### src/rtl/ddn_pkg.sv
`timescale 1ns / 1ps
`default_nettype none
// ----------------------------------------------------------------------------
// ddn_pkg
// shared types, constants and helpers of the detection decode and nms core
// ----------------------------------------------------------------------------
package ddn_pkg;

    localparam logic [7:0] BOX_COLS       = 8'd4;
    localparam logic [7:0] OBJ_COL        = 8'd4;
    localparam logic [7:0] CLASS_START_V0 = 8'd5;
    localparam logic [7:0] CLASS_START_V1 = 8'd4;
    localparam logic [7:0] NO_CLASS       = 8'hFF;
    localparam logic signed [31:0] Q_ONE  = 32'sd65536;
    localparam logic signed [31:0] S32_MAX = 32'sh7FFF_FFFF;
    localparam logic signed [31:0] S32_MIN = 32'sh8000_0000;

    typedef enum logic [7:0] {
        CFG_MODEL_VARIANT     = 8'd0,
        CFG_CONF_THRESHOLD    = 8'd1,
        CFG_OVERLAP_THRESHOLD = 8'd2,
        CFG_X_SCALE           = 8'd3,
        CFG_Y_SCALE           = 8'd4
    } cfg_index_t;

    typedef struct packed {
        logic               valid;
        logic               kept;
        logic        [7:0]  cls;
        logic signed [31:0] score;
        logic signed [31:0] left;
        logic signed [31:0] top;
        logic signed [31:0] width;
        logic signed [31:0] height;
    } entry_t;

    typedef enum logic [1:0] {
        OP_HOLD,
        OP_INSERT,
        OP_ROTATE,
        OP_POP
    } cell_op_t;

    typedef struct packed {
        cell_op_t op;
        logic     mark;
    } chain_ctl_t;

    typedef enum logic [3:0] {
        ST_IDLE,
        ST_CONF_WAIT,
        ST_CONF,
        ST_GEO_WAIT,
        ST_GEO_TAKE,
        ST_INSERT,
        ST_FRAME,
        ST_NMS_LOAD,
        ST_NMS_SCAN,
        ST_NMS_IOU,
        ST_NMS_DECIDE,
        ST_EMIT,
        ST_EMIT_EMPTY
    } state_t;

    function automatic logic signed [31:0] sat32(input logic signed [67:0] v);
        logic signed [67:0] hi;
        logic signed [67:0] lo;
        begin
            hi = {{36{1'b0}}, S32_MAX};
            lo = {{36{1'b1}}, S32_MIN};
            if (v > hi)
                return S32_MAX;
            else if (v < lo)
                return S32_MIN;
            else
                return v[31:0];
        end
    endfunction

endpackage
`default_nettype wire

### src/rtl/ddn_cell.sv
`timescale 1ns / 1ps
`default_nettype none
// ----------------------------------------------------------------------------
// ddn_cell
// one slot of the candidate chain: sorted insert, rotate and pop
// ----------------------------------------------------------------------------
module ddn_cell (
    input  wire                 clk,
    input  wire                 rst_n,
    input  ddn_pkg::chain_ctl_t ctl,
    input  ddn_pkg::entry_t     new_entry,
    input  ddn_pkg::entry_t     prev_entry,
    input  wire                 prev_ins,
    input  ddn_pkg::entry_t     next_entry,
    input  ddn_pkg::entry_t     head_entry,
    input  wire                 is_tail,
    output ddn_pkg::entry_t     entry,
    output logic                ins
);
    import ddn_pkg::*;

    entry_t entry_reg;
    entry_t entry_next;
    entry_t wrap;

    assign entry = entry_reg;
    // new item goes after every stored item of equal or higher score
    assign ins = !entry_reg.valid || (entry_reg.score < new_entry.score);

    always_comb
    begin
        wrap       = head_entry;
        wrap.kept  = head_entry.kept | ctl.mark;
        entry_next = entry_reg;
        case (ctl.op)
            OP_INSERT:
            begin
                if (ins)
                    entry_next = prev_ins ? prev_entry : new_entry;
            end
            OP_ROTATE: entry_next = is_tail ? wrap : next_entry;
            OP_POP:    entry_next = next_entry;
            default:   entry_next = entry_reg;
        endcase
    end

    always_ff @(posedge clk or negedge rst_n)
    begin
        if (!rst_n)
            entry_reg <= '0;
        else
            entry_reg <= entry_next;
    end

endmodule
`default_nettype wire

### config.mk
export PLATFORM = sky130hd
export DESIGN_NAME = ddn_cell
export DESIGN_NICKNAME = d
export VERILOG_FILES = /design/src/rtl/ddn_pkg.sv /design/src/rtl/ddn_cell.sv
export SDC_FILE = /design/constraint.sdc
export NUM_CORES = 1
export LEC_CHECK = 0
export BUFFER_PORTS_ARGS = -buffer_cell sky130_fd_sc_hd__buf_2
export CAP_MARGIN = 20
export CELL_PAD_IN_SITES_DETAIL_PLACEMENT = 0
export CELL_PAD_IN_SITES_GLOBAL_PLACEMENT = 1
export CORE_AREA = 2 2 333 335
export DETAILED_ROUTE_END_ITERATION = 12
export DIE_AREA = 0 0 335 337
export GPL_TIMING_DRIVEN = 0
export PLACE_DENSITY = 0.38
export SETUP_SLACK_MARGIN = 0.3
export SYNTH_ARGS = -nofsm -noshare
export SYNTH_HDL_FRONTEND = slang
export SYNTH_SLANG_ARGS = --single-unit
### constraint.sdc
create_clock -name clk -period 3.1 [get_ports clk]
set_input_delay 0.62 -clock clk [delete_from_list [all_inputs] [get_ports clk]]
set_output_delay 0.62 -clock clk [all_outputs]
set_load 0.01 [all_outputs]
==> impl_metrics.yaml <==
logic_synthesis:
  synth-seq-cells: 170
  yosysSeqAreaShare_pct: 34.9
  synth_async_sr_flop_share_pct: 100
  syn_nets: 2165
  syn_avg_cell_area_um2: 8.44
  yosys_warnings: 0
  syn_area_um2: 12200
  ys_types: 36
  synthCells: 1447
  synth_flop_cell: "dfrtp_1"
  synth_edf_count: 0
floorplanning:
  die_area_um2: 113000
  start_util_pct: 11.1
  core.rowCount: 122
  pin_count: 858
  die_h_um: 337
  die_x_um: 335
  coreArea_um2: 110000
global_route:
  grt_busiest_layer: "met2"
  groute.usage.overall_pct: 16.9
  use_met2_pct: 30.9
  overflow: 0
  grt_max_degree: 89
  grt_pass1_vias: 16953
  grt_pass1_wl_um: 133000
  antenna_found_initial: 69
  grt_use_met3_pct: 6.07
  met1_usage_pct: 18.9
placement:
  portBuffers: 856
  dp_hpwl_um: 79900
  gp_congestion: 0.869
  dp.cells: 3733
power_and_ir_drop:
  leakage_nw: 10.1
  clkPwrFrac_pct: 20.3
  total_power_w: 0.0126
  netSwitchingFraction_pct: 38.4
  p_per_area_nw_per_um2: 597
  pwr-share-seq_pct: 27.7
  combinationalPowerShare_pct: 52.1
  ir_drop_uv: 251
  switchingPower_w: 0.00484
  p_int_w: 0.00775
timing:
  max_freq_mhz: 305
  min_period_ns: 3.28
  min_period_over_period_pct: 106
  setup_viol: 96
  setup_ws_ns: -0.180
  finClkSkew_ns: 0.0162
  relSlewSlack_pct: 26.7
  rsz0062_at_grt: "yes"
  slew_violations: 0
  tightestPinTransition_ns: 1.10
  hold_violations: 0
outcome:
  failed_checks: "negative setup slack"
  status: "finished, violations left"
final_layout:
  largest_reg_flops: 170
  utilization_pct: 19.3
  final_cell_mix: "buf_2 (856), nand2_1 (347)"
  nNetsFinal: 3100
  fin_cells: 3836
  drive_gt1_share_pct: 48.5
  final_common_cell: "buf_2"
  syn2layout_area_growth_pct: 72.9
clock_network:
  cts_max_path_buffers: 2
  cts_buffers: 17
  htreeDepth: 4
  path_clk_slew_ns: 0.09
  cts.sinks: 170
  cts_root_buf: "clkbuf_16"
  clk_latency_ns: 0.52
  cts_tree: "done"
setup_path:
  crit_arrival_ns: 2.66
  worst-endpoint-required_ns: 2.48
  crit_type: "flop to output port"
  startpoint_type: "flop"
  cp_max_fo: 2
  crit_path_end_kind: "output port"
  r2r_slack_ns: -0.09
min_path:
  hold_class: "input pin to async pin"
detailed_routing:
  avgViaCountPerCell: 4.08
  routed-via-count: 15643
  first_pass_iters: 5
  wl_per_cell_um: 26.1
  wirelength_um: 100000
  postRouteAntennaNets: 0
  drc: 0
  drt_iter0_markers: 585
job:
  maxCapViolCount: 0
## worst max-delay path: stages, from the launching register on
cell      delay [ns]
dfrtp_1         0.42
ha_4            0.23
a211o_1         0.26
a31oi_2         0.19
o221ai_2        0.13
a211o_4         0.39
a21oi_4         0.16
mux2i_1         0.19
buf_2           0.17
## through the flow
step	hold slack [ns]	setup TNS [ns]	setup slack, ns	area [um2]
2_1_floorplan	0.324	0	0.282	12300
3_3_place_gp	0.469	-526.90	-2.26	18400
3_5_place_dp	0.469	-124.07	-1.05	18500
4_1_cts	0.105	-8.33	-0.252	20200
5_1_grt	0.128	-13.44	-0.336	21100
6_report	0.0744	-5.17	-0.180	21100
## cells by family after synthesis
| kind of cell | count (synthesis) | synth area share [%] |
|---|---|---|
| mux | 171 | 15.8 |
| buf+inv | 163 | 5.49 |
| simple gates | 543 | 20.0 |
| fa+ha+maj | 31 | 3.18 |
| compound gates | 369 | 20.7 |
| flops | 170 | 34.9 |
## cells in the mapped netlist, types with 2 or more instances
library cell | number | area (um2)
nand2_1 | 347 | 1300
a211oi_1 | 170 | 1280
a31oi_1 | 170 | 1060
dfrtp_1 | 170 | 4250
nor2b_1 | 140 | 876
mux2_1 | 110 | 1240
clkbuf_1 | 105 | 394
mux2_2 | 59 | 664
nor2_1 | 38 | 143
inv_1 | 32 | 120
ha_1 | 31 | 388
a21oi_1 | 13 | 65.1
buf_4 | 12 | 90.1
buf_1 | 8 | 30.0
buf_2 | 5 | 25.0
o21ai_0 | 5 | 25.0
a21o_1 | 4 | 30.0
nand4_1 | 4 | 25.0
nand3_1 | 3 | 15.0
a211o_1 | 2 | 17.5
and2_1 | 2 | 12.5
mux2i_1 | 2 | 20.0
nand2b_1 | 2 | 12.5
## worst paths after layout
| path | startpoint | depth (start not counted) | endpoint |
|---|---|---|---|
| setup / recovery | entry[130] | 8 | ins |
| hold / removal | rst_n | 1 | entry[95] |
| setup reg to reg | entry[130] | 13 | entry[126] |
| hold reg to reg | entry[118] | 1 | entry[118] |
| max in group asynchronous | rst_n | 2 | entry[82] |
| min in group clk | entry[118] | 1 | entry[118] |
## layer usage
| metal | routed length (um) | part of all wire, % |
|---|---|---|
| met1 | 39400 | 39 |
| met4 | 1920 | 1.9 |
| met2 | 50400 | 50 |
| met5 | 302 | 0.30 |
| met3 | 8330 | 8.3 |
## timing repair
item	in CTS	in global routing
hold buffers	0	0
pin swaps	6	9
setup endpoints to repair	170	170
setup buffers	25	10
gates resized for setup	85	182
gates cloned	17	3
## area by class of cell
type / count / area [um2]
antenna: 15 / 37.5
buffer: 131 / 811
clock buffer: 20 / 467
clock inverter: 12 / 159
fill: 12473 / 88500
inverter: 32 / 120
multi-input combinational: 1114 / 8060
sequential: 170 / 4260
tap: 1426 / 1780
timing repair buffer: 916 / 5410
## power groups by stage
stage	Sequential [W]	Combinational (W)	Clock, W
4_1_cts	0.00343	0.00581	0.00269
5_1_grt	0.00357	0.00701	0.00273
3_3_place_gp	0.00345	0.00469	0
6_report	0.00348	0.00655	0.00255
3_5_place_dp	0.00347	0.00468	0
2_1_floorplan	0.00373	0.00189	0
(Power assumes the default switching activity.)
