==> config.mk <==
export PLATFORM = sky130hd
export DESIGN_NAME = ddn_iou
export DESIGN_NICKNAME = d
export VERILOG_FILES = /design/src/rtl/ddn_pkg.sv /design/src/rtl/ddn_iou.sv
export SDC_FILE = /design/constraint.sdc
export NUM_CORES = 2
export LEC_CHECK = 0
export BUFFER_PORTS_ARGS = -buffer_cell sky130_fd_sc_hd__buf_2
export CAP_MARGIN = 20
export CORE_MARGIN = 10
export CORE_UTILIZATION = 45
export CTS_CLUSTER_DIAMETER = 200
export DETAILED_ROUTE_END_ITERATION = 10
export MAX_ROUTING_LAYER = met4
export SYNTH_ARGS = -nofsm -noshare
export SYNTH_HDL_FRONTEND = slang
export SYNTH_SLANG_ARGS = --single-unit
==> constraint.sdc <==
create_clock -name clk -period 21.1 [get_ports clk]
set_input_delay 4.22 -clock clk [delete_from_list [all_inputs] [get_ports clk]]
set_output_delay 4.22 -clock clk [all_outputs]
set_load 0.02 [all_outputs]
==> src/rtl/ddn_pkg.sv <==
`timescale 1ns / 1ps
`default_nettype none
// ----------------------------------------------------------------------------
// ddn_pkg
// shared types, constants and helpers of the detection decode and nms core
// ----------------------------------------------------------------------------
package ddn_pkg;

    localparam logic [7:0] BOX_COLS       = 8'd4;
    localparam logic [7:0] OBJ_COL        = 8'd4;
    localparam logic [7:0] CLASS_START_V0 = 8'd5;
    localparam logic [7:0] CLASS_START_V1 = 8'd4;
    localparam logic [7:0] NO_CLASS       = 8'hFF;
    localparam logic signed [31:0] Q_ONE  = 32'sd65536;
    localparam logic signed [31:0] S32_MAX = 32'sh7FFF_FFFF;
    localparam logic signed [31:0] S32_MIN = 32'sh8000_0000;

    typedef enum logic [7:0] {
        CFG_MODEL_VARIANT     = 8'd0,
        CFG_CONF_THRESHOLD    = 8'd1,
        CFG_OVERLAP_THRESHOLD = 8'd2,
        CFG_X_SCALE           = 8'd3,
        CFG_Y_SCALE           = 8'd4
    } cfg_index_t;

    typedef struct packed {
        logic               valid;
        logic               kept;
        logic        [7:0]  cls;
        logic signed [31:0] score;
        logic signed [31:0] left;
        logic signed [31:0] top;
        logic signed [31:0] width;
        logic signed [31:0] height;
    } entry_t;

    typedef enum logic [1:0] {
        OP_HOLD,
        OP_INSERT,
        OP_ROTATE,
        OP_POP
    } cell_op_t;

    typedef struct packed {
        cell_op_t op;
        logic     mark;
    } chain_ctl_t;

    typedef enum logic [3:0] {
        ST_IDLE,
        ST_CONF_WAIT,
        ST_CONF,
        ST_GEO_WAIT,
        ST_GEO_TAKE,
        ST_INSERT,
        ST_FRAME,
        ST_NMS_LOAD,
        ST_NMS_SCAN,
        ST_NMS_IOU,
        ST_NMS_DECIDE,
        ST_EMIT,
        ST_EMIT_EMPTY
    } state_t;

    function automatic logic signed [31:0] sat32(input logic signed [67:0] v);
        logic signed [67:0] hi;
        logic signed [67:0] lo;
        begin
            hi = {{36{1'b0}}, S32_MAX};
            lo = {{36{1'b1}}, S32_MIN};
            if (v > hi)
                return S32_MAX;
            else if (v < lo)
                return S32_MIN;
            else
                return v[31:0];
        end
    endfunction

endpackage
`default_nettype wire

==> src/rtl/ddn_iou.sv <==
`timescale 1ns / 1ps
`default_nettype none
// ----------------------------------------------------------------------------
// ddn_iou
// multi-cycle overlap test: inter * 2^16 > threshold * union, one multiplier
// ----------------------------------------------------------------------------
module ddn_iou (
    input  wire              clk,
    input  wire              rst_n,
    input  wire              start,
    input  ddn_pkg::entry_t  a,
    input  ddn_pkg::entry_t  b,
    input  wire       [16:0] thr,
    output logic             done,
    output logic             over
);
    import ddn_pkg::*;

    logic signed [32:0] ra, rb, ba, bb;
    logic signed [32:0] la, lb, ta, tb;
    logic signed [33:0] ix, iy;

    logic               busy_reg;
    logic        [2:0]  step_reg;
    logic               hit_reg;
    logic signed [33:0] ix_reg, iy_reg, wa_reg, ha_reg, wb_reg, hb_reg;
    logic signed [67:0] p_reg;
    logic        [63:0] inter_reg;
    logic        [63:0] uni_reg;
    logic        [48:0] rlo_reg;
    logic        [16:0] thr_reg;

    logic signed [33:0] op_a, op_b;
    logic        [80:0] lhs, rhs;

    always_comb
    begin
        la = {a.left[31], a.left};
        lb = {b.left[31], b.left};
        ta = {a.top[31], a.top};
        tb = {b.top[31], b.top};
        ra = la + {a.width[31], a.width};
        rb = lb + {b.width[31], b.width};
        ba = ta + {a.height[31], a.height};
        bb = tb + {b.height[31], b.height};
        ix = {(ra < rb) ? ra[32] : rb[32], (ra < rb) ? ra : rb}
           - {(la > lb) ? la[32] : lb[32], (la > lb) ? la : lb};
        iy = {(ba < bb) ? ba[32] : bb[32], (ba < bb) ? ba : bb}
           - {(ta > tb) ? ta[32] : tb[32], (ta > tb) ? ta : tb};
    end

    always_comb
    begin
        case (step_reg)
            3'd1:
            begin
                op_a = wa_reg;
                op_b = ha_reg;
            end
            3'd2:
            begin
                op_a = wb_reg;
                op_b = hb_reg;
            end
            3'd4:
            begin
                op_a = {2'b00, uni_reg[31:0]};
                op_b = {17'd0, thr_reg};
            end
            3'd5:
            begin
                op_a = {2'b00, uni_reg[63:32]};
                op_b = {17'd0, thr_reg};
            end
            default:
            begin
                op_a = ix_reg;
                op_b = iy_reg;
            end
        endcase
    end

    assign lhs  = {1'b0, inter_reg, 16'd0};
    assign rhs  = {p_reg[48:0], 32'd0} + {32'd0, rlo_reg};
    assign done = busy_reg && (step_reg == 3'd6);
    assign over = hit_reg && (lhs > rhs);

    always_ff @(posedge clk or negedge rst_n)
    begin
        if (!rst_n)
        begin
            busy_reg <= 1'b0;
            step_reg <= '0;
        end
        else if (start)
        begin
            busy_reg <= 1'b1;
            step_reg <= '0;
        end
        else if (busy_reg)
        begin
            step_reg <= step_reg + 3'd1;
            if (step_reg == 3'd6)
                busy_reg <= 1'b0;
        end
    end

    always_ff @(posedge clk)
    begin
        if (start)
        begin
            hit_reg <= (ix > 34'sd0) && (iy > 34'sd0);
            ix_reg  <= ix;
            iy_reg  <= iy;
            wa_reg  <= {{2{a.width[31]}}, a.width};
            ha_reg  <= {{2{a.height[31]}}, a.height};
            wb_reg  <= {{2{b.width[31]}}, b.width};
            hb_reg  <= {{2{b.height[31]}}, b.height};
            thr_reg <= thr;
        end
        else if (busy_reg)
        begin
            p_reg <= op_a * op_b;
            case (step_reg)
                3'd1: inter_reg <= p_reg[63:0];
                3'd2: uni_reg   <= p_reg[63:0] - inter_reg;
                3'd3: uni_reg   <= uni_reg + p_reg[63:0];
                3'd5: rlo_reg   <= p_reg[48:0];
                default: ;
            endcase
        end
    end

endmodule
`default_nettype wire
==> out/results.txt <==
The cell that appears most often on the critical path is sky130_fd_sc_hd__a21o_1. Once the floorplan was initialized, standard cells occupied 45.36% of the core. The routed design has 256.0 mm of wire. Synthesis produced 8,111 cells. The run gives 60,400 as the number of vias after detailed routing. In this run the core area contains 150 standard-cell rows.

The cell sitting at the root of the clock tree is a sky130_fd_sc_hd__clkbuf_16. The logs give 84 for the maximum number of pins on one net before global-route repair and 0 for the number of pins with negative max-slew slack in the final report. Post-CTS repair changed the size of 0 cells. Setup repair after global routing left no endpoint under its margin. The tools report the endpoint kind of the worst setup timing path as a register. The first global-routing pass estimated 387.9 mm of wire. Summed over all failing endpoints, the final setup total negative slack is 0 ns. The setup-violating endpoint count in the final report is 0. Type of origin of the critical path: an input port.

The filler cells instantiated in the layout total 15,750. Dividing the detail-routed via count by the number of cells gives 5.729. The number of DRC markers after the initial detailed-route iteration is 5,459.

Counting flops with a built-in enable in the synthesized netlist gives 455. The first-pass detailed-route iteration total was 6; the headroom to the max-slew limit was 18.21%. For the pin with the worst max-slew slack, the measured transition is 1.227 ns. The data required time at the worst endpoint is 21.53 ns.

Sequential cells were found to cover 18.10% of the synthesized design area. The number of global-route vias before repair is 62,610, and the share of flip-flops with an asynchronous set or reset after synthesis is 0.8715%. The insertion delay of the later-clocked pin in the worst-skew pair was 0.71 ns; the number of antenna-violating nets in the routed design was 0. The mean instance size in the synthesized netlist came out at 9.373 um2. After clock tree synthesis, the clock-pin slew on the worst setup and hold paths is 0.06 ns. The quantity of I/O buffers inserted on ports is 277.

The class of the tightest hold or removal check is reg2reg. On the worst path, the slowest cell contributes a delay of 0.73 ns. Dividing the detail-routed wire length by the instance count gives 24.28 um. The number of hold buffers added after CTS was 0. Among all stages on the critical path, the largest delay is contributed by sky130_fd_sc_hd__a2111oi_0. Between clock sinks in the finished design, the worst skew comes to 0.07267 ns. For this run, the post-layout net count is 10,520. The worst register-to-register path begins at step_reg[0]$_DFFE_PN0P_. The final critical path time including I/O delays and setup is 14.54 ns. The run gives 459 as the number of clock sinks seen by CTS. The run gives 49.24% as the final standard cell utilization of the core. The kind of critical path is in2reg. The flow ran to the end, and the final reports show no timing, DRC or antenna violations.

Yosys printed 0 warnings. The final HPWL from detailed placement is 202.2 mm. The overall global routing resource usage was 28.22%.

The mux contribution to synthesized area came out at 2.064%. The routability congestion estimate from global placement is 0.9681. The logs give 76,030 um2 for the area of the mapped netlist and 0 for the number of setup buffers added after CTS. Height of the die: 431.0 um.

The maximum buffer depth of the clock tree is 3. Summing the areas of all compound-gate instances in the mapped netlist gives 11.10% of the synthesized area. In the routed design, unresolved DRC markers number 0. The run gives 362 as the number of primary I/O pins. Counting cells, the worst reg-to-reg path comes to 36. The worst-path maximum fanout came out at 33. The synthesized netlist devotes 42.62% of its cell area to adder and majority cells. In this run the worst setup path begins at b[96]. Number of endpoints with negative hold slack in the final report: 0. The startpoint identified for the worst hold timing path is p_reg[62]$_DFFE_PP_. Along the worst hold path, the cell count comes to 0. The setup check on the worst reg-to-reg path leaves a slack of 8.86 ns. In the final layout, the share of cells above drive strength 1 is 7.788%. The library cell used most frequently in the layout, excluding fill and tap cells, is sky130_fd_sc_hd__inv_1.

Number of maximum-capacitance constraint violations: 0. By area, the combinational part of the netlist is dominated by adder cells. The H-tree was split into 2 levels. Counting the buffers created by CTS gives 59. In the layout the commonest cells are 1,422 x sky130_fd_sc_hd__inv_1, 1,200 x sky130_fd_sc_hd__fa_1, 884 x sky130_fd_sc_hd__nor2_1. The number of synthesized register bits is 459. The core region area came out at 167,600 um2.

The basic-gate share of the synthesized area counting and, or, nand and nor cells is 13.00%, and the fmax is 68.76 MHz. The worst endpoint data arrival time is 14.98 ns, and the synthesis-to-layout area growth is 8.551%. The width of the die is 431.0 um.

Summed over all layers, the global routing overflow is 0. In the finished design, the share of the clock period the worst path needs comes to 68.93%. TritonCTS built the clock tree. The post-synthesis share of cell area spent on xor and xnor gates was 4.643%. Most instantiated flip-flop cell in the synthesis netlist: sky130_fd_sc_hd__edfxtp_1. The run gives 185,800 um2 as the area enclosed by the die boundary. After synthesis, the netlist uses 86 different library cells. The number of nets handed over by synthesis was 10,340.

The worst reg2reg path endpoint is p_reg[63]$_DFFE_PP_. Terminating pin of the worst hold path: inter_reg[62]$_DFFE_PP_. The tools report the number of antenna violations at the first check in global routing as 11.
critical path: cells and delay by family:
kind / cells / cell delay [ns]
AO/OA/AOI/OAI: 20 / 5.75
buffers and inverters: 3 / 0.77
AND/OR/NAND/NOR: 9 / 2.40
adder cells (fa/ha/maj): 4 / 1.24
XOR/XNOR: 1 / 0.12
multiplexers: 1 / 0.40
per-stage QoR:
step / hold slack, ns / worst slack (ns) / cells / area, um2
after floorplan: 0.4334 / 8.727 / 8111 / 76030
after global placement: 0.4703 / 6.261 / 10430 / 80370
after detailed placement: 0.4741 / 6.196 / 10430 / 80370
after CTS: 0.4568 / 6.869 / 10540 / 82510
after global routing: 0.4592 / 6.111 / 10540 / 82530
final: 0.4426 / 6.557 / 10540 / 82530
layout make-up:
| type | instances | area (um2) | share of cell area, % |
|---|---|---|---|
| antenna | 6 | 15.01 | 0.01819 |
| inverter | 1423 | 5341 | 6.472 |
| clock inverter | 44 | 646.9 | 0.7838 |
| timing repair buffer | 401 | 2327 | 2.820 |
| clock buffer | 64 | 1495 | 1.812 |
| tap | 2204 | 2758 | 3.342 |
| multi-input combinational | 5942 | 56180 | 68.08 |
| sequential | 459 | 13760 | 16.68 |
cell families after synthesis:
kind of cell | Yosys count
and+or+nand+nor | 2225
adders and majority gates | 1870
AOI/OAI and AO/OA | 1293
DFF | 459
muxes | 151
buffers and inverters | 1710
xor gates and xnor gates | 403
cells in the mapped netlist, types with 10 or more instances:
master	instances	share of area, %
sky130_fd_sc_hd__a2111oi_0	14	0.16
sky130_fd_sc_hd__a211oi_1	26	0.26
sky130_fd_sc_hd__a21boi_0	12	0.12
sky130_fd_sc_hd__a21o_1	187	1.8
sky130_fd_sc_hd__a21oi_1	320	2.1
sky130_fd_sc_hd__a222oi_1	32	0.42
sky130_fd_sc_hd__a22oi_1	46	0.45
sky130_fd_sc_hd__a31oi_1	32	0.26
sky130_fd_sc_hd__and2_1	41	0.34
sky130_fd_sc_hd__and3_1	38	0.31
sky130_fd_sc_hd__and4_1	17	0.20
sky130_fd_sc_hd__buf_1	12	0.059
sky130_fd_sc_hd__clkbuf_1	268	1.3
sky130_fd_sc_hd__edfxtp_1	455	18
sky130_fd_sc_hd__fa_1	1200	32
sky130_fd_sc_hd__ha_1	669	11
sky130_fd_sc_hd__inv_1	1423	7.0
sky130_fd_sc_hd__mux2_2	46	0.68
sky130_fd_sc_hd__mux2i_1	105	1.4
sky130_fd_sc_hd__nand2_1	714	3.5
sky130_fd_sc_hd__nand2b_1	75	0.62
sky130_fd_sc_hd__nand3_1	104	0.68
sky130_fd_sc_hd__nand3b_1	10	0.099
sky130_fd_sc_hd__nand4_1	68	0.56
sky130_fd_sc_hd__nor2_1	886	4.4
sky130_fd_sc_hd__nor2b_1	63	0.52
sky130_fd_sc_hd__nor3_1	85	0.56
sky130_fd_sc_hd__nor3b_1	11	0.11
sky130_fd_sc_hd__nor4_1	22	0.18
sky130_fd_sc_hd__o2111ai_1	13	0.15
sky130_fd_sc_hd__o211a_1	11	0.14
sky130_fd_sc_hd__o211ai_1	34	0.34
sky130_fd_sc_hd__o21a_1	120	1.2
sky130_fd_sc_hd__o21ai_0	240	1.6
sky130_fd_sc_hd__o21ai_1	48	0.32
sky130_fd_sc_hd__o21bai_1	36	0.36
sky130_fd_sc_hd__o31a_1	12	0.14
sky130_fd_sc_hd__o31ai_1	18	0.18
sky130_fd_sc_hd__or2_2	24	0.20
sky130_fd_sc_hd__or3_1	25	0.21
sky130_fd_sc_hd__xnor2_1	248	2.9
sky130_fd_sc_hd__xor2_1	155	1.8
layer usage:
metal | global-route usage [%] | routed length [um]
met5 | - | 0
met2 | 43.34 | 114000
met4 | 10.68 | 11960
met1 | 37.08 | 106400
met3 | 5.330 | 23550
worst max path at each step:
| stage | end | slack [ns] | depth (start not counted) |
|---|---|---|---|
| finish | hit_reg$_DFFE_PP_ | 6.56 | 38 |
| global route | hit_reg$_DFFE_PP_ | 6.11 | 37 |
| CTS | hit_reg$_DFFE_PP_ | 6.87 | 38 |
| detailed placement | hit_reg$_DFFE_PP_ | 6.20 | 38 |
| global placement | hit_reg$_DFFE_PP_ | 6.26 | 38 |
| floorplan | hit_reg$_DFFE_PP_ | 8.73 | 39 |
Power is not shown: default switching activity piles up to over one toggle a cycle in this logic, so the estimate is an artifact.
